==> src/rtl/assert_macros.svh <==
// Assertion macros shared by the RTL of the time set editor.
// No dependencies; included by the files that hold concurrent checks.
`ifndef ASSERT_MACROS_SVH
`define ASSERT_MACROS_SVH

// Same-cycle implication, disabled while reset is high.
`define CTSE_ASSERT_IMP(lbl, clk, rst, ante, cons, msg) \
   lbl: assert property (@(posedge clk) disable iff (rst) (ante) |-> (cons)) else $error(msg);

// Next-cycle implication, disabled while reset is high.
`define CTSE_ASSERT_NXT(lbl, clk, rst, ante, cons, msg) \
   lbl: assert property (@(posedge clk) disable iff (rst) (ante) |=> (cons)) else $error(msg);

`endif

==> src/rtl/ctse_pkg.sv <==
// Package for the clock time set editor: item types, codes and small lookups.
// No dependencies; imported by clock_time_set_editor_unit.
`default_nettype none

package ctse_pkg;

   localparam logic [2:0] ACT_NONE   = 3'd0;
   localparam logic [2:0] ACT_INC    = 3'd1;
   localparam logic [2:0] ACT_DEC    = 3'd2;
   localparam logic [2:0] ACT_NEXT   = 3'd3;
   localparam logic [2:0] ACT_CANCEL = 3'd4;
   localparam logic [2:0] ACT_LOAD   = 3'd5;

   localparam logic [2:0] PH_YEAR     = 3'd0;
   localparam logic [2:0] PH_MONTH    = 3'd1;
   localparam logic [2:0] PH_DAY      = 3'd2;
   localparam logic [2:0] PH_HOUR     = 3'd3;
   localparam logic [2:0] PH_MINUTE   = 3'd4;
   localparam logic [2:0] PH_SECOND   = 3'd5;
   localparam logic [2:0] PH_DONE     = 3'd6;
   localparam logic [2:0] PH_CANCELED = 3'd7;

   localparam logic [6:0] YEAR_MAX   = 7'd99;
   localparam logic [3:0] MONTH_MAX  = 4'd12;
   localparam logic [4:0] HOUR_MAX   = 5'd23;
   localparam logic [5:0] MINSEC_MAX = 6'd59;
   localparam logic [4:0] FEB_MIN    = 5'd28;
   localparam logic [4:0] FEB_MAX    = 5'd29;
   localparam logic [4:0] FEB_RESET  = 5'd28;

   typedef struct packed {
      logic [2:0] action;
      logic [6:0] load_years;
      logic [3:0] load_months;
      logic [4:0] load_days;
      logic [4:0] load_hours;
      logic [5:0] load_minutes;
      logic [5:0] load_seconds;
   } ctse_req_type;

   typedef struct packed {
      logic [2:0] edit_phase;
      logic [6:0] shown_years;
      logic [3:0] shown_months;
      logic [4:0] shown_days;
      logic [4:0] shown_hours;
      logic [5:0] shown_minutes;
      logic [5:0] shown_seconds;
      logic       value_changed;
      logic [3:0] cursor_col;
      logic       cursor_row;
   } ctse_rsp_type;

   // Length of a month; codes outside 1..12 behave as January.
   function automatic logic [4:0] month_days(input logic [3:0] m, input logic [4:0] feb);
      logic [4:0] len;
      case (m) inside
         4'd2:                    len = feb;
         4'd4, 4'd6, 4'd9, 4'd11: len = 5'd30;
         default:                 len = 5'd31;
      endcase
      return len;
   endfunction

   // Wrapping step inside lo..hi; a value above hi steps down to hi.
   function automatic logic [6:0] step_val(input logic [6:0] v, input logic [6:0] lo,
                                           input logic [6:0] hi, input logic up);
      logic [6:0] r;
      if (up) begin
         r = (v >= hi) ? lo : v + 7'd1;
      end else if (v <= lo) begin
         r = hi;
      end else if (v > hi) begin
         r = hi;
      end else begin
         r = v - 7'd1;
      end
      return r;
   endfunction

   function automatic logic [3:0] cursor_col_of(input logic [2:0] ph);
      logic [3:0] c;
      case (ph)
         PH_MONTH, PH_MINUTE: c = 4'd7;
         PH_DAY, PH_SECOND:   c = 4'd4;
         default:             c = 4'd10;
      endcase
      return c;
   endfunction

   function automatic logic cursor_row_of(input logic [2:0] ph);
      return (ph == PH_HOUR) || (ph == PH_MINUTE) || (ph == PH_SECOND) ? 1'b0 : 1'b1;
   endfunction

endpackage

`default_nettype wire

==> src/rtl/clock_time_set_editor_unit.sv <==
// Top level of the clock time set editor: date/time state, field editing and item handshakes.
// Depends on ctse_pkg and assert_macros.svh.
//
// Keypad editor for a date and time. Each accepted item (none, increment, decrement, next
// field, cancel, or load) gives exactly one result carrying the edit phase, all six values,
// a change flag and the display cursor of the edited field. The block takes one item per
// cycle while the input is not held off: an accepted item lands in the input register, and
// once the result register is free or being taken, the state update and result are computed
// in a single pass into the result register, from which the result is offered. The input is
// held off only while the input register holds an item that cannot move because the result
// register is full and stalled. The February length register is written through
// csr_wr_en/csr_wr_data and clamps to 28..29 on use.
`default_nettype none
`include "assert_macros.svh"

module clock_time_set_editor_unit
   import ctse_pkg::*;
(
   input  wire logic         clock,
   input  wire logic         reset,
   input  wire logic         req_valid,
   output      logic         req_stall,
   input  wire ctse_req_type req_data,
   output      logic         rsp_valid,
   input  wire logic         rsp_stall,
   output      ctse_rsp_type rsp_data,
   input  wire logic         csr_wr_en,
   input  wire logic [4:0]   csr_wr_data
);

   logic         in_valid_ff, in_valid_in;
   ctse_req_type req_ff;
   logic         out_valid_ff, out_valid_in;
   ctse_rsp_type rsp_ff, rsp_in;
   logic         advance;

   logic [4:0] feb_ff;
   logic [2:0] phase_ff, phase_in;
   logic [6:0] years_ff, years_in;
   logic [3:0] months_ff, months_in;
   logic [4:0] days_ff, days_in;
   logic [4:0] hours_ff, hours_in;
   logic [5:0] minutes_ff, minutes_in;
   logic [5:0] seconds_ff, seconds_in;
   logic       changed;

   assign advance      = in_valid_ff & (~out_valid_ff | ~rsp_stall);
   assign req_stall    = in_valid_ff & ~advance;
   assign in_valid_in  = (req_valid & ~req_stall) | (in_valid_ff & ~advance);
   assign out_valid_in = advance | (out_valid_ff & rsp_stall);
   assign rsp_valid    = out_valid_ff;
   assign rsp_data     = rsp_ff;

   always_comb begin
      logic [4:0] feb_len;
      logic [3:0] ld_month;
      logic [4:0] ld_len;
      logic [4:0] cur_len;
      logic       up;
      logic [6:0] stepped;
      feb_len = (feb_ff < FEB_MIN) ? FEB_MIN : ((feb_ff > FEB_MAX) ? FEB_MAX : feb_ff);
      ld_month = (req_ff.load_months == 4'd0) ? 4'd1 :
                 ((req_ff.load_months > MONTH_MAX) ? MONTH_MAX : req_ff.load_months);
      ld_len  = month_days(ld_month, feb_len);
      cur_len = month_days(months_ff, feb_len);
      up      = (req_ff.action == ACT_INC);
      stepped = 7'd0;

      phase_in   = phase_ff;
      years_in   = years_ff;
      months_in  = months_ff;
      days_in    = days_ff;
      hours_in   = hours_ff;
      minutes_in = minutes_ff;
      seconds_in = seconds_ff;
      changed    = 1'b0;

      if (req_ff.action == ACT_LOAD) begin
         years_in  = (req_ff.load_years > YEAR_MAX) ? YEAR_MAX : req_ff.load_years;
         months_in = ld_month;
         days_in   = (req_ff.load_days == 5'd0) ? 5'd1 :
                     ((req_ff.load_days > ld_len) ? ld_len : req_ff.load_days);
         hours_in  = (req_ff.load_hours > HOUR_MAX) ? HOUR_MAX : req_ff.load_hours;
         minutes_in = (req_ff.load_minutes > MINSEC_MAX) ? MINSEC_MAX : req_ff.load_minutes;
         seconds_in = (req_ff.load_seconds > MINSEC_MAX) ? MINSEC_MAX : req_ff.load_seconds;
         phase_in  = PH_YEAR;
      end else if (req_ff.action == ACT_CANCEL) begin
         phase_in = PH_CANCELED;
      end else if (phase_ff == PH_CANCELED) begin
         if (req_ff.action != ACT_NEXT) begin
            phase_in = PH_YEAR;
         end
      end else if (phase_ff == PH_DONE) begin
         phase_in = PH_DONE;
      end else if (req_ff.action == ACT_NEXT) begin
         phase_in = phase_ff + 3'd1;
      end else if (req_ff.action == ACT_INC || req_ff.action == ACT_DEC) begin
         changed = 1'b1;
         unique case (phase_ff)
            PH_YEAR: begin
               years_in = step_val(years_ff, 7'd0, YEAR_MAX, up);
            end
            PH_MONTH: begin
               stepped   = step_val({3'd0, months_ff}, 7'd1, {3'd0, MONTH_MAX}, up);
               months_in = stepped[3:0];
            end
            PH_DAY: begin
               stepped = step_val({2'd0, days_ff}, 7'd1, {2'd0, cur_len}, up);
               days_in = stepped[4:0];
            end
            PH_HOUR: begin
               stepped  = step_val({2'd0, hours_ff}, 7'd0, {2'd0, HOUR_MAX}, up);
               hours_in = stepped[4:0];
            end
            PH_MINUTE: begin
               stepped    = step_val({1'b0, minutes_ff}, 7'd0, {1'b0, MINSEC_MAX}, up);
               minutes_in = stepped[5:0];
            end
            default: begin
               stepped    = step_val({1'b0, seconds_ff}, 7'd0, {1'b0, MINSEC_MAX}, up);
               seconds_in = stepped[5:0];
            end
         endcase
      end

      rsp_in.edit_phase    = phase_in;
      rsp_in.shown_years   = years_in;
      rsp_in.shown_months  = months_in;
      rsp_in.shown_days    = days_in;
      rsp_in.shown_hours   = hours_in;
      rsp_in.shown_minutes = minutes_in;
      rsp_in.shown_seconds = seconds_in;
      rsp_in.value_changed = changed;
      rsp_in.cursor_col    = cursor_col_of(phase_in);
      rsp_in.cursor_row    = cursor_row_of(phase_in);
   end

   always_ff @(posedge clock) begin
      if (reset) begin
         in_valid_ff  <= 1'b0;
         out_valid_ff <= 1'b0;
         feb_ff       <= FEB_RESET;
         phase_ff     <= PH_YEAR;
         years_ff     <= 7'd0;
         months_ff    <= 4'd1;
         days_ff      <= 5'd1;
         hours_ff     <= 5'd0;
         minutes_ff   <= 6'd0;
         seconds_ff   <= 6'd0;
      end else begin
         in_valid_ff  <= in_valid_in;
         out_valid_ff <= out_valid_in;
         if (csr_wr_en) begin
            feb_ff <= csr_wr_data;
         end
         if (advance) begin
            phase_ff   <= phase_in;
            years_ff   <= years_in;
            months_ff  <= months_in;
            days_ff    <= days_in;
            hours_ff   <= hours_in;
            minutes_ff <= minutes_in;
            seconds_ff <= seconds_in;
         end
      end
   end

   // Payload registers carry no reset; their valid bits guard them.
   always_ff @(posedge clock) begin
      if (req_valid & ~req_stall) begin
         req_ff <= req_data;
      end
      if (advance) begin
         rsp_ff <= rsp_in;
      end
   end

   `CTSE_ASSERT_NXT(a_item_moves, clock, reset, in_valid_ff && !out_valid_ff,
                    out_valid_ff, "held item did not reach the free result register")
   `CTSE_ASSERT_IMP(a_change_phase, clock, reset, rsp_valid && rsp_data.value_changed,
                    rsp_data.edit_phase != PH_DONE && rsp_data.edit_phase != PH_CANCELED,
                    "value changed outside a field phase")
   `CTSE_ASSERT_IMP(a_month_range, clock, reset, 1'b1,
                    months_ff >= 4'd1 && months_ff <= MONTH_MAX && days_ff != 5'd0,
                    "month or day left its range")
   `CTSE_ASSERT_IMP(a_end_cursor, clock, reset,
                    rsp_valid && (rsp_data.edit_phase == PH_DONE ||
                                  rsp_data.edit_phase == PH_CANCELED),
                    rsp_data.cursor_col == 4'd10 && rsp_data.cursor_row,
                    "cursor wrong in done or canceled")

endmodule

`default_nettype wire

==> config.mk <==
export PLATFORM = sky130hd
export DESIGN_NAME = clock_time_set_editor_unit
export DESIGN_NICKNAME = d
export VERILOG_FILES = /design/src/rtl/ctse_pkg.sv /design/src/rtl/clock_time_set_editor_unit.sv
export VERILOG_INCLUDE_DIRS = /design/src /design/src/rtl
export SDC_FILE = /design/constraint.sdc
export NUM_CORES = 1
export LEC_CHECK = 0
export BUFFER_PORTS_ARGS = -buffer_cell sky130_fd_sc_hd__buf_2
export CORE_MARGIN = 3
export CORE_UTILIZATION = 35
export DETAILED_ROUTE_END_ITERATION = 16
export PLACE_DENSITY_LB_ADDON = 0.2
export SLEW_MARGIN = 20
export SYNTH_ARGS = -nofsm -noshare
export SYNTH_HDL_FRONTEND = slang
export SYNTH_SLANG_ARGS = --single-unit
==> constraint.sdc <==
create_clock -name clock -period 2.95 [get_ports clock]
set_clock_uncertainty 0.2 [all_clocks]
set_input_delay 0.59 -clock clock [delete_from_list [all_inputs] [get_ports clock]]
set_output_delay 0.59 -clock clock [all_outputs]
set_load 0.01 [all_outputs]
* After elaboration in Yosys (flattened, before gate mapping)
Cells that the tools add are included.
Storage, ports and cells: register bits 121, input port bits 46, output and inout port bits 44, word-level logic and storage cells 205
Cells by class: add/subtract/negate cells 13, order comparisons 26, equal/unequal tests 27, mux-type cells 89, bitwise logic cells 11, reductions and logical operators 12
Operators with widths (count):
- $mux 5 | 29
- $mux 6 | 24
- $mux 7 | 12
- $mux 4 | 13
- $gt 6x6->1 const B | 4
- $eq 3x3->1 const B | 7
- $eq 3x2->1 const B | 6
- $mux 3 | 6
- $eq 4x3->1 const B | 4
- $eq 4x4->1 const B | 4
- $gt 5x5->1 const B | 3
- $gt 7x7->1 const B | 2
- $add 6x1->6 const B | 2
- $ge 6x6->1 const B | 2
- $le 6x1->1 const B | 2
- $sub 6x1->6 const B | 2
- $add 5x1->5 const B | 2
- $gt 5x5->1 | 2
- $le 5x1->1 const B | 2
- $reduce_or 5->1 | 2
- $sub 5x1->5 const B | 2
- $eq 3x1->1 const B | 3
- $eq 4x2->1 const B | 2
- $gt 4x4->1 const B | 2
- 24 further kinds | 39

* Logic depth before layout (Yosys ltp)
Gate-level depths: netlist of run 1.
word-level depth 15, mapped depth 12, depth with buffers taken out 12

* Worst setup path after synthesis of run 1
No wires, ideal clock.
kind in2reg, start point input rsp_stall, end point register req_ff[0] (netlist name) (enable), setup time 0.433 ns, arrival 2.418 ns, data required time 2.317 ns, path slack -0.101 ns, stages 2, buffers on the path 0, path through and3_1 > nor2b_1
On the way: cells in the longest elaborated chain, start to end 7
RTL lines:
- start, declared | line clock_time_set_editor_unit.sv:25 | input wire logic rsp_stall,
- $not 1->1 | line clock_time_set_editor_unit.sv:47 | assign advance = in_valid_ff & (~out_valid_ff | ~rsp_stall);
- $or 1x1->1 | line clock_time_set_editor_unit.sv:47
- $and 1x1->1 | line clock_time_set_editor_unit.sv:47
- $not 1->1 | line clock_time_set_editor_unit.sv:48 | assign req_stall = in_valid_ff & ~advance;
- $and 1x1->1 | line clock_time_set_editor_unit.sv:48
- $not 1->1 | line clock_time_set_editor_unit.sv:170 | if (req_valid & ~req_stall) begin
- $and 1x1->1 | line clock_time_set_editor_unit.sv:170
- end signal, assigned | line clock_time_set_editor_unit.sv:171 | req_ff <= req_data;
- end, declared | line clock_time_set_editor_unit.sv:32 | ctse_req_type req_ff;
No other way between the ends. A chain may end at the register's enable or synchronous reset.

* Worst setup path after layout of run 1
start point register months_ff[0], end point register rsp_ff (netlist bit rsp_data[23]), data pin
On the way: cells in the longest elaborated chain, start to end 15, elaborated cells between the ends (all ways) 21, classes of those cells order compare: 2; eq/ne: 5; mux: 13; reduce/logical: 1
RTL lines:
- start, declared | line clock_time_set_editor_unit.sv:40 | logic [3:0] months_ff, months_in;
- start signal, assigned | line clock_time_set_editor_unit.sv:159 | months_ff <= months_in;
- $eq 4x3->1 / $eq 4x4->1 (equally long branches) | line clock_time_set_editor_unit.sv:65 | cur_len = month_days(months_ff, feb_len);
- $reduce_or 4->1 | line ctse_pkg.sv:57 | case (m) inside
- $mux 1 | line ctse_pkg.sv:57
- $mux 5 (*) | line ctse_pkg.sv:57
- $gt 5x5->1 | line ctse_pkg.sv:73 | end else if (v > hi) begin
- $mux 5 | line ctse_pkg.sv:73
- $mux 5 | line ctse_pkg.sv:71 | end else if (v <= lo) begin
- $mux 5 (*) | line ctse_pkg.sv:69 | if (up) begin
- $mux 5 (*) | line clock_time_set_editor_unit.sv:99 | unique case (phase_ff)
- $mux 5 (*) | line clock_time_set_editor_unit.sv:97 | end else if (req_ff.action == ACT_INC || req_ff.action == ACT_DEC) begin
- $mux 5 (*) | line clock_time_set_editor_unit.sv:95 | end else if (req_ff.action == ACT_NEXT) begin
- $mux 5 (*) | line clock_time_set_editor_unit.sv:93 | end else if (phase_ff == PH_DONE) begin
- $mux 5 (*) | line clock_time_set_editor_unit.sv:89 | end else if (phase_ff == PH_CANCELED) begin
- $mux 5 (*) | line clock_time_set_editor_unit.sv:87 | end else if (req_ff.action == ACT_CANCEL) begin
- $mux 5 (*) | line clock_time_set_editor_unit.sv:78 | if (req_ff.action == ACT_LOAD) begin
- net days_in[0] | line clock_time_set_editor_unit.sv:41 | logic [4:0] days_ff, days_in;
- end signal, assigned | line clock_time_set_editor_unit.sv:174 | rsp_ff <= rsp_in;
- end, declared | line clock_time_set_editor_unit.sv:34 | ctse_rsp_type rsp_ff, rsp_in;
Mark *: on every way through the listed nets, which the timed path passes. The rest lies on a longest branch.

==> impl_results.md, run 1 <==
- Outcome: completed
- Register area share after synthesis: 0.445
- CTS tree: yes
- Xor/xnor share of the synthesized area: 0.0144
- Initial antenna violation count: 0
- IO buf count: 89
- Ports: 90
- Clk Latency, worst-skew pair: 0.43 ns
- Yosys cell types: 80
- Crit path max fanout: 5
- DR pass1 iterations: 5
- Vias per Instance: 5.46
- Largest net degree at the start of global routing: 41
- H-tree level count: 4
- Fill cell count: around 1.9k
- RSZ-0062 raised after global routing: yes
- Critical Path Source Type: flip-flop
- Avg WL per Cell: between 15 and 20 um
- CP Cell Sequence: buf_4 -> ha_1 -> o211ai_1 -> o21a_1 -> ha_1 -> and3_1 -> a31o_2 -> buf_4 -> a211oi_2 -> o31a_1 -> nor2_1
- Max Cap Viol: 0
- Actual slew at the worst max-slew pin: between 0.6 and 0.7 ns
- GRT Util Overall: 0.175
- Hold Violations, Final: 0
- Layout cells sized above 1: 0.219
- Site row count: 51
- Final non-filler cell total: approximately 1.2k
- Core box area: approximately 20,000 um2
- Starting density of the core: 0.363
- Die ar.: ~22,000 um2
- Layout Nets: between 900 and 1k
- Multi-input logic area: 3710 um2
- Worst min-delay path category: in -> reg
- Period utilisation layout: 0.955
- Peak supply drop: 0.390 mV
- CTS max path bufs: 2
- Iter 0 DRT Violations: approximately 430
- FF+latch count, synth: ~120
- Post-Synth Simple-Gate Area: 0.172
- Sum Neg Setup Slack: 0 ns
- Fin Hold WS: 0.134 ns
- Pwr dens: ~550 nW/um2
- Post-DRT Antenna Nets: 0
- Count of yosys warnings during synthesis: 0
- Total wire length: 19.2 mm
- Crit path DAT: 2.79 ns
- Mapped cell area: roughly 7000 um2
- P&R area growth vs syn: 22.3%
- CTS root buffer: clkbuf_16
- Sequential Area: between 3000 and 4000 um2
- P_leak: between 3 and 4 nW
- Multiplexer share of the synthesized area: 0.0141
- Main flop type after synthesis: edfxtp_1
- Number of synthesized flops with an enable pin: 78
- Largest family of logic cells by synthesized area: compound AO/OA/AOI/OAI gates
- Gpl congestion: ~0.89
- Post-CTS Hold Buffers: 0
- Reg2reg setup slack: 0.13 ns
- Remaining Overflow, GRT: 0
- Post-Syn Area per Cell: 9.31 um2
- Max Clk Rate: ~0.35 GHz
- Crit end category: flip-flop
- DR DRC count: 0
- Global-route wire length before repair: approximately 31 mm
- Crit path largest cell delay: around 0.32 ns
- Async set or reset register ratio after synthesis: 0
- Synth Area in Compound Gates: 0.243
- Worst relative slew slack: 0.586
- Vias in the first global route: a little under 6k
- Adder-cell share of the synthesized area: 0.0608
- Die W: between 100 and 150 um
- Ant. Diodes: 0
- WS Path Type: reg -> reg
- Critical path data required time: 2.92 ns
- Gate count of the mapped netlist: roughly 770
- Via Count: around 6.3k
- Clock slew at reported path FFs: ~0.050 ns
- Slowest CP cell: dfxtp_2
- Clk sinks: roughly 120
- Final setup violation count: 0
- Post-DP HPWL: around 14 mm
- Min Tclk post-route: around 2.8 ns
- Die Span Y: between 100 and 150 um
- CTS Buf Count: 17
- Final Power: 4.83 mW
- Placed cells: ~1.1k
- Max-slew violation count: 0
critical path: cells and delay by family, from the launching register on:
kind                     cells  cell delay (ns)
AO/OA/AOI/OAI                5             1.05
adder cells (fa/ha/maj)      2             0.47
buffers and inverters        2             0.29
flip-flops                   1             0.32
AND/OR/NAND/NOR              2             0.24
cells by family (layout without fill, tap and decap cells):
logic type,after synthesis,in the layout
xor gates and xnor gates,11,11
and+or+nand+nor,249,249
muxes,10,10
buffers and inverters,88,196
AOI/OAI and AO/OA,258,258
adders and majority gates,35,35
DFF,121,121
other,1,6
registers in the layout (all words and copies together) (netlist names):
register,cells
years_ff,7
req_ff,36
seconds_ff,6
rsp_valid,1
minutes_ff,6
months_ff,4
days_ff,5
feb_ff,5
phase_ff,3
in_valid_ff,1
rsp_data,42
hours_ff,5
layout make-up:
cell class / instances / share of cell area
Clock buffer: 22 / 0.0538
Clock inverter: 10 / 0.0162
Inverter: 32 / 0.0136
Multi-Input combinational cell: 569 / 0.422
Sequential cell: 121 / 0.364
Tap cell: 265 / 0.0376
Timing Repair Buffer: 132 / 0.0929
cell usage in the layout, fill, tap and decap left out, types with 6 or more instances in the layout:
cell type,n
buf_2,89
edfxtp_1,78
nand2_1,67
a21oi_1,56
o21ai_0,49
nor2_1,47
nand3_1,41
dfxtp_1,41
buf_4,39
ha_1,33
inv_1,29
nor3_1,24
a31oi_1,22
clkbuf_16,17
and3_1,14
a211oi_1,11
o211ai_1,11
o21a_1,11
a21o_1,10
o31ai_1,9
mux2i_1,9
nand4_1,8
and2_1,7
nor2b_1,7
o22ai_1,6
xor2_1,6
conb_1,6
where the power goes:
part | internal, mW | switching (mW) | total, mW
Sequential | 1.92 | 0.0773 | 1.99
Clock | 1.40 | 0.764 | 2.16
Combinational | 0.284 | 0.395 | 0.679
Total | 3.59 | 1.24 | 4.83
path summary, 6_finish.rpt:
check | cells past startpoint | end | startpoint
max | 11 | rsp_data[23] | months_ff[0]
min | 1 | req_ff[20] | req_data[20]
max reg2reg | 11 | rsp_data[23] | months_ff[0]
min reg2reg | 2 | rsp_valid | in_valid_ff
what timing repair did:
item	in CTS	in global routing
cloned	0	0
setup buffers	0	1
resized for setup	1	14
pin swaps	0	3
endpoints found under the setup margin	1	9
cell usage after synthesis (11+ instances only):
cell      number  share of area
a211oi_1      12          0.013
a21oi_1       56          0.039
a31oi_1       22          0.019
and3_1        14          0.012
buf_2         11         0.0076
clkbuf_1      42          0.022
dfxtp_1       43           0.12
edfxtp_1      78           0.33
ha_1          35          0.061
inv_1         32          0.017
nand2_1       67          0.035
nand3_1       41          0.029
nor2_1        47          0.025
nor3_1        24          0.017
o211ai_1      11          0.011
o21a_1        11          0.011
o21ai_0       50          0.035
o31ai_1       11          0.011
stage by stage:
step	utilization	cell area, um2	worst slack (ns)
finish	0.444	8810	0.132
global route	0.444	8810	-0.0253
CTS	0.441	8760	0.0377
detailed placement	0.410	8140	0.0271
global placement	0.410	8140	0.0580
floorplan	-	7220	0.119
metal layers:
layer / GRT usage / up-vias / share of wire
met1: 0.232 / 2961 / 0.47
met4: 0.0490 / 0 / 0.014
li1: - / 3134 / -
met2: 0.287 / 162 / 0.47
met3: 0.0439 / 22 / 0.053
met5: 0 / - / 0
No activity file was read; power rests on OpenSTA's default activity.
==> run 2, diff against run 1 <==
clock period = 2.4 ns   (was 2.95 ns; I/O delays follow)
==> run 2 against run 1 <==
  * The run now ends with negative setup slack left
  * Flip-flop and latch count unchanged
  * Clock-buffer cell count decreased by 3
  * Final cell count increased by 8.7%
  * Cell area increased by 13%
  * Wire length increased by 9.8%
  * Total power increased by 23%
  * Clock power increased by 11%
  * Non-clock buffer count increased by 100
  * Worst setup slack got worse by 0.42 ns
  * Critical path depth unchanged
  * Maximum frequency increased by 4.7%
  * Largest power group is now registers
  * Highest routed layer unchanged
==> impl_results.md, run 2 (same netlist as run 1, synthesis figures left out) <==
- H-tree level count: 4 (unchanged)
- Max Clk Rate: 0.372 GHz (was 0.355 GHz)
- Initial antenna violation count: 0 (unchanged)
- CTS max path bufs: 2 (unchanged)
- Clk sinks: 121 (unchanged)
- Fin Hold WS: 0.0325 ns (was 0.134 ns)
- CTS Buf Count: 17 (unchanged)
- Max reg flops: 42 (unchanged)
- Vias per Instance: 5.41 (was 5.46)
- Total wire length: 21.1 mm (was 19.2 mm)
- Max-slew violation count: 0 (unchanged)
- Peak supply drop: 0.522 mV (was 0.390 mV)
- IO buf count: 89 (unchanged)
- P_leak: 3.98 nW (was 3.46 nW)
- DR pass1 iterations: 5 (unchanged)
- Period utilisation layout: 1.12 (was 0.955)
- Layout Nets: 1,054 (was 954)
- Post-DRT Antenna Nets: 0 (unchanged)
- Crit path DAT: 2.83 ns (was 2.79 ns)
- Largest net degree at the start of global routing: 37 (was 41)
- Avg WL per Cell: 16.9 um (was 16.7 um)
- Multi-input logic area: 4100 um2 (was 3710 um2)
- Via Count: 6,771 (was 6,279)
- Iter 0 DRT Violations: 449 (was 432)
- WS Path Type: reg -> reg (unchanged)
- Core box area: 19,800 um2 (unchanged)
- Ports: 90 (unchanged)
- DR DRC count: 0 (unchanged)
- Worst Reg2Reg Path Length in Cells: 11 (unchanged)
- CTS tree: yes (unchanged)
- Pwr dens: 598 nW/um2 (was 548 nW/um2)
- Post-DP HPWL: 14.6 mm (was 13.6 mm)
- Die W: 149 um (unchanged)
- Worst relative slew slack: 0.584 (was 0.586)
- FF-to-FF Start: months_ff[0] (unchanged)
- CTS root buffer: clkbuf_16 (unchanged)
- P&R area growth vs syn: 38.0% (was 22.3%)
- Post-CTS Hold Buffers: 0 (unchanged)
- Reg2reg setup slack: -0.29 ns (was 0.13 ns)
- Starting density of the core: 0.363 (unchanged)
- Global-route wire length before repair: 33.2 mm (was 31.0 mm)
- Sequential Area: 3220 um2 (was 3210 um2)
- Critical Path Sink: days_ff[0] (was rsp_data[23])
- Failing checks: negative setup slack
- Outcome: finished with violations (was completed)
- Site row count: 51 (unchanged)
- Vias in the first global route: 6,369 (was 5,928)
- Commonest non-fill, non-tap cell in the layout: buf_4 (was buf_2)
- Remaining Overflow, GRT: 0 (unchanged)
- Clock slew at reported path FFs: 0.06 ns (was 0.05 ns)
- RSZ-0062 raised after global routing: yes (unchanged)
- GRT Util Overall: 0.187 (was 0.175)
- Clk Latency, worst-skew pair: 0.42 ns (was 0.43 ns)
- Critical Path Source Type: flip-flop (unchanged)
- Fill cell count: 1,854 (was 1,893)
- Final setup violation count: 10 (was 0)
- Actual slew at the worst max-slew pin: 0.621 ns (about the same)
- Min Tclk post-route: 2.69 ns (was 2.82 ns)
- Layout cells sized above 1: 0.351 (was 0.219)
- Most frequent cells in the layout: buf_4, buf_2, edfxtp_1 (was buf_2, edfxtp_1, nand2_1)
- RR Endpoint: days_ff[0] (was rsp_data[23])
- Final worst setup slack: -0.291 ns (was 0.132 ns)
- Worst min-delay path category: in -> reg (unchanged)
- Critical path data required time: 2.53 ns (was 2.92 ns)
- CP Launch Point: months_ff[0] (unchanged)
- Crit path max fanout: 4 (was 5)
- Hold Violations, Final: 0 (unchanged)
- Crit end category: flip-flop (unchanged)
- Die ar.: 22,300 um2 (unchanged)
- Gpl congestion: 0.900 (was 0.888)
- Sum Neg Setup Slack: -1.84 ns (was 0 ns)
- Ant. Diodes: 0 (unchanged)
- Die Span Y: 149 um (unchanged)
- Max Cap Viol: 0 (unchanged)
==> run 2: cell count changes in the layout (fill, tap and decap cells not counted), sizes merged <==
cell | before | now
buf | 132 | 232
clkbuf | 22 | 19
clkinvlp | 1 | 4
bufinv | 3 | 1
clkinv | 6 | 8
==> run 2: per-layer routing <==
metal,up-vias,GRT usage,routed length (um)
met4,0,0.0700,388
met5,-,0,0
met1,3213,0.265,9980
met2,203,0.287,9610
met3,30,0.0342,1090
li1,3325,-,-
==> run 2: critical path, stage by stage (launching register included) <==
cell and delay [ns]:
dfxtp_4 0.38, inv_6 0.05, ha_4 0.15, nor3b_2 0.16, ha_1 0.38, nor2b_1 0.20, o21ai_2 0.09, a31o_4 0.26
buf_6 0.12, o2111a_1 0.13, o31a_1 0.26, o31ai_1 0.23
==> run 2: worst min path at each step <==
stage                      end          from  slack, ns  cells past startpoint
finish              req_ff[32]  req_data[32]       0.03                      1
detailed placement   rsp_valid   in_valid_ff       0.29                      2
global route        req_ff[32]  req_data[32]       0.02                      1
CTS                 req_ff[20]  req_data[20]       0.01                      1
global placement     rsp_valid   in_valid_ff       0.27                      2
floorplan            rsp_valid   in_valid_ff       0.25                      2
==> run 2: final cells by class <==
cell class / instances / area share
clock buffers: 19 / 0.0446
clock inverters: 13 / 0.0106
inverters: 32 / 0.0128
multi-input cells: 569 / 0.413
flip-flops and latches: 121 / 0.324
well taps: 265 / 0.0334
repair buffers: 232 / 0.162
==> run 2: metrics by stage <==
stage	util	area [um2]	power, mW	instances	setup slack, ns
6_report	0.501	9940	5.94	1251	-0.291
4_1_cts	0.482	9560	5.90	1241	-0.299
5_1_grt	0.501	9940	6.20	1251	-0.422
2_1_floorplan	-	7300	3.04	778	-0.138
3_5_place_dp	0.446	8850	3.45	1201	-0.287
3_3_place_gp	0.446	8850	3.45	1201	-0.255
==> run 2: repair_timing <==
action / 4_1_cts / 5_1_grt
endpoints found under the setup margin: 33 / 52
gates resized for setup: 30 / 58
setup buffers: 8 / 10
pin swaps: 18 / 32
gates cloned: 0 / 0
==> run 2: power breakdown <==
part | switching (mW) | internal (mW) | total, mW
Clock | 0.954 | 1.43 | 2.39
Combinational | 0.594 | 0.524 | 1.12
Sequential | 0.0845 | 2.35 | 2.44
Total | 1.63 | 4.31 | 5.94
==> run 3, diff against run 2 <==
CORE_MARGIN = 2   (was 3)
CTS_CLUSTER_DIAMETER = 200   (was not set)
==> run 3 against run 2 <==
  * The flow still finishes with violations (negative setup slack)
  * Sequential power about the same
  * Clock-buffer cell count up 2
  * Worst hold slack better by 0.0024 ns
  * Cell area down 1.5%
  * Via count down 1.3%
  * Worst setup slack worse by 0.0078 ns
  * Global-route usage up 0.055 points
  * Final cell count down 0.64%
  * Total power up 0.18%
  * Maximum frequency down 0.29%
  * Highest routed layer unchanged
==> impl_results.md, run 3 (same netlist as run 1, synthesis figures left out) <==
- Outcome: finished with violations (unchanged)
- Failing checks: negative setup slack (unchanged)
- Layout Nets: 1,042 (was 1,054)
- Max Clk Rate: 0.371 GHz (was 0.372 GHz)
- Clk sinks: 121 (unchanged)
- Clock slew at reported path FFs: 0.06 ns (about the same)
- Global-route wire length before repair: 32.6 mm (was 33.2 mm)
- Max Cap Viol: 0 (unchanged)
- Final setup violation count: 9 (was 10)
- Most frequent cells in the layout: buf_4, buf_2, edfxtp_1 (unchanged)
- Final Power: 5.96 mW (was 5.94 mW)
- Via Count: 6,680 (was 6,771)
- CP Launch Point: months_ff[1] (was months_ff[0])
- Total wire length: 20.3 mm (was 21.1 mm)
- Final non-filler cell total: 1,243 (was 1,251)
- Crit path largest cell delay: 0.39 ns (was 0.38 ns)
- Layout cells sized above 1: 0.333 (was 0.351)
- CP Cell Sequence: inv_4 -> ha_4 -> o21a_1 -> a21oi_2 -> o21a_1 -> ha_4 -> and3_4 -> a31o_4 -> buf_12 -> a211oi_4 -> o31a_1 -> nor2_1 (was inv_6 -> ha_4 -> nor3b_2 -> ha_1 -> nor2b_1 -> o21ai_2 -> a31o_4 -> buf_6 -> o2111a_1 -> o31a_1 -> o31ai_1)
- Post-CTS Hold Buffers: 0 (unchanged)
- Worst relative slew slack: 0.655 (was 0.584)
- Actual slew at the worst max-slew pin: 0.517 ns (was 0.621 ns)
- FF-to-FF Start: months_ff[1] (was months_ff[0])
- Final worst setup slack: -0.299 ns (was -0.291 ns)
- Die W: 147 um (was 149 um)
- WS Path Type: reg -> reg (unchanged)
- Critical Path Source Type: flip-flop (unchanged)
- Initial antenna violation count: 0 (unchanged)
- H-tree level count: 4 (unchanged)
- DR pass1 iterations: 5 (unchanged)
- Switching fraction of total power: 0.261 (was 0.275)
- Comb pwr share: 0.178 (was 0.188)
- Gpl congestion: 0.922 (was 0.900)
- CTS tree: yes (unchanged)
- DR DRC count: 0 (unchanged)
- Ant. Diodes: 0 (unchanged)
- IO buf count: 89 (unchanged)
- RSZ-0062 raised after global routing: yes (unchanged)
- Min Tclk post-route: 2.70 ns (was 2.69 ns)
- Max-slew violation count: 0 (unchanged)
- Commonest non-fill, non-tap cell in the layout: buf_4 (unchanged)
- Period utilisation layout: 1.12 (about the same)
- CTS root buffer: clkbuf_16 (unchanged)
- Crit path max fanout: 4 (unchanged)
- Site row count: 52 (was 51)
- Fin area: 9780 um2 (was 9940 um2)
- Crit end category: flip-flop (unchanged)
- Remaining Overflow, GRT: 0 (unchanged)
- CTS Buf Count: 17 (unchanged)
- P&R area growth vs syn: 35.9% (was 38.0%)
- Max reg flops: 42 (unchanged)
- Die Span Y: 147 um (was 149 um)
- Die ar.: 21,700 um2 (was 22,300 um2)
- Multi-input logic area: 4010 um2 (was 4100 um2)
- Hold Violations, Final: 0 (unchanged)
- Placed cells: 1,204 (was 1,201)
- Ports: 90 (unchanged)
- Worst Hold Launch: req_data[8] (was req_data[32])
- Avg WL per Cell: 16.3 um (was 16.9 um)
- Pwr dens: 609 nW/um2 (was 598 nW/um2)
- Vias per Instance: 5.37 (was 5.41)
- Largest net degree at the start of global routing: 49 (was 37)
- DP Area: 8850 um2 (about the same)
- Post-DRT Antenna Nets: 0 (unchanged)
- GRT Util Overall: 0.188 (was 0.187)
- Post-DP HPWL: 14.4 mm (was 14.6 mm)
- Slowest CP cell: dfxtp_4 (unchanged)
- Starting density of the core: 0.356 (was 0.363)
- Peak supply drop: 0.554 mV (was 0.522 mV)
- Clk network pwr share: 0.414 (was 0.402)
- Crit path DAT: 2.67 ns (was 2.83 ns)
- Sequential Area: 3210 um2 (was 3220 um2)
- Core box area: 20,200 um2 (was 19,800 um2)
- Clk Latency, worst-skew pair: 0.42 ns (about the same)
- Iter 0 DRT Violations: 474 (was 449)
- Vias in the first global route: 6,302 (was 6,369)
- CTS max path bufs: 2 (unchanged)
- P_sw: 1.56 mW (was 1.63 mW)
- Critical path data required time: 2.37 ns (was 2.53 ns)
- Fill cell count: 1,882 (was 1,854)
- Worst min-delay path category: in -> reg (unchanged)
- P_leak: 3.94 nW (was 3.98 nW)
- Final core utilization: 0.483 (was 0.501)
- Reg power frac: 0.408 (was 0.410)
- Pre-CTS WS: -0.244 ns (was -0.287 ns)
- Internal power: 4.40 mW (was 4.31 mW)
run 3: changes by cell type in the layout (fill, tap and decap cells not counted), sizes merged:
cell	previous run	this run
buf	232	220
clkinvlp	4	1
clkbuf	19	21
bufinv	1	2
clkinv	8	7
run 3: metrics by stage:
stage,TNS [ns],hold slack (ns)
after floorplan,-0.304,0.251
after global placement,-1.54,0.281
after detailed placement,-1.63,0.285
after CTS,-1.22,0.0152
after global routing,-2.76,0.0159
final,-1.52,0.0350
run 3: routing by layer:
layer | vias up | wire [um] | global-route usage
li1 | 3300 | - | -
met2 | 220 | 9320 | 0.296
met5 | - | 0 | 0
met3 | 22 | 1080 | 0.0343
met1 | 3138 | 9600 | 0.264
met4 | 0 | 259 | 0.0582
run 3: final cells by class:
type	count	area share
clock buffer	21	0.0471
multi-input combinational	569	0.410
timing repair buffer	220	0.157
clock inverter	10	0.0104
inverter	32	0.0130
tap	270	0.0345
sequential	121	0.328
run 3: worst max-delay path: cells and delay by family (launching register included):
family	cells	cell delay, ns
simple gates	2	0.21
flops	1	0.39
compound gates	6	1.12
buf+inv	2	0.18
fa+ha+maj	2	0.37
run 3: what timing repair did:
| item | 4_1_cts | 5_1_grt |
|---|---|---|
| resized for setup | 22 | 46 |
| pin swaps | 13 | 24 |
| setup buffers | 2 | 6 |
| setup endpoints to repair | 22 | 42 |
run 3: final timing paths:
path	end	slack (ns)	depth (start not counted)
max	rsp_data[23]	-0.30	12
min	req_ff[8]	0.03	1
max reg2reg	rsp_data[23]	-0.30	12
min reg2reg	rsp_valid	0.30	2
run 3: power groups by stage:
stage | clock network (mW) | registers (mW) | logic, mW
CTS | 2.53 | 2.43 | 0.999
finish | 2.46 | 2.43 | 1.06
global route | 2.60 | 2.45 | 1.17
floorplan | 0 | 2.48 | 0.564
detailed placement | 0 | 2.47 | 0.973
global placement | 0 | 2.47 | 0.974
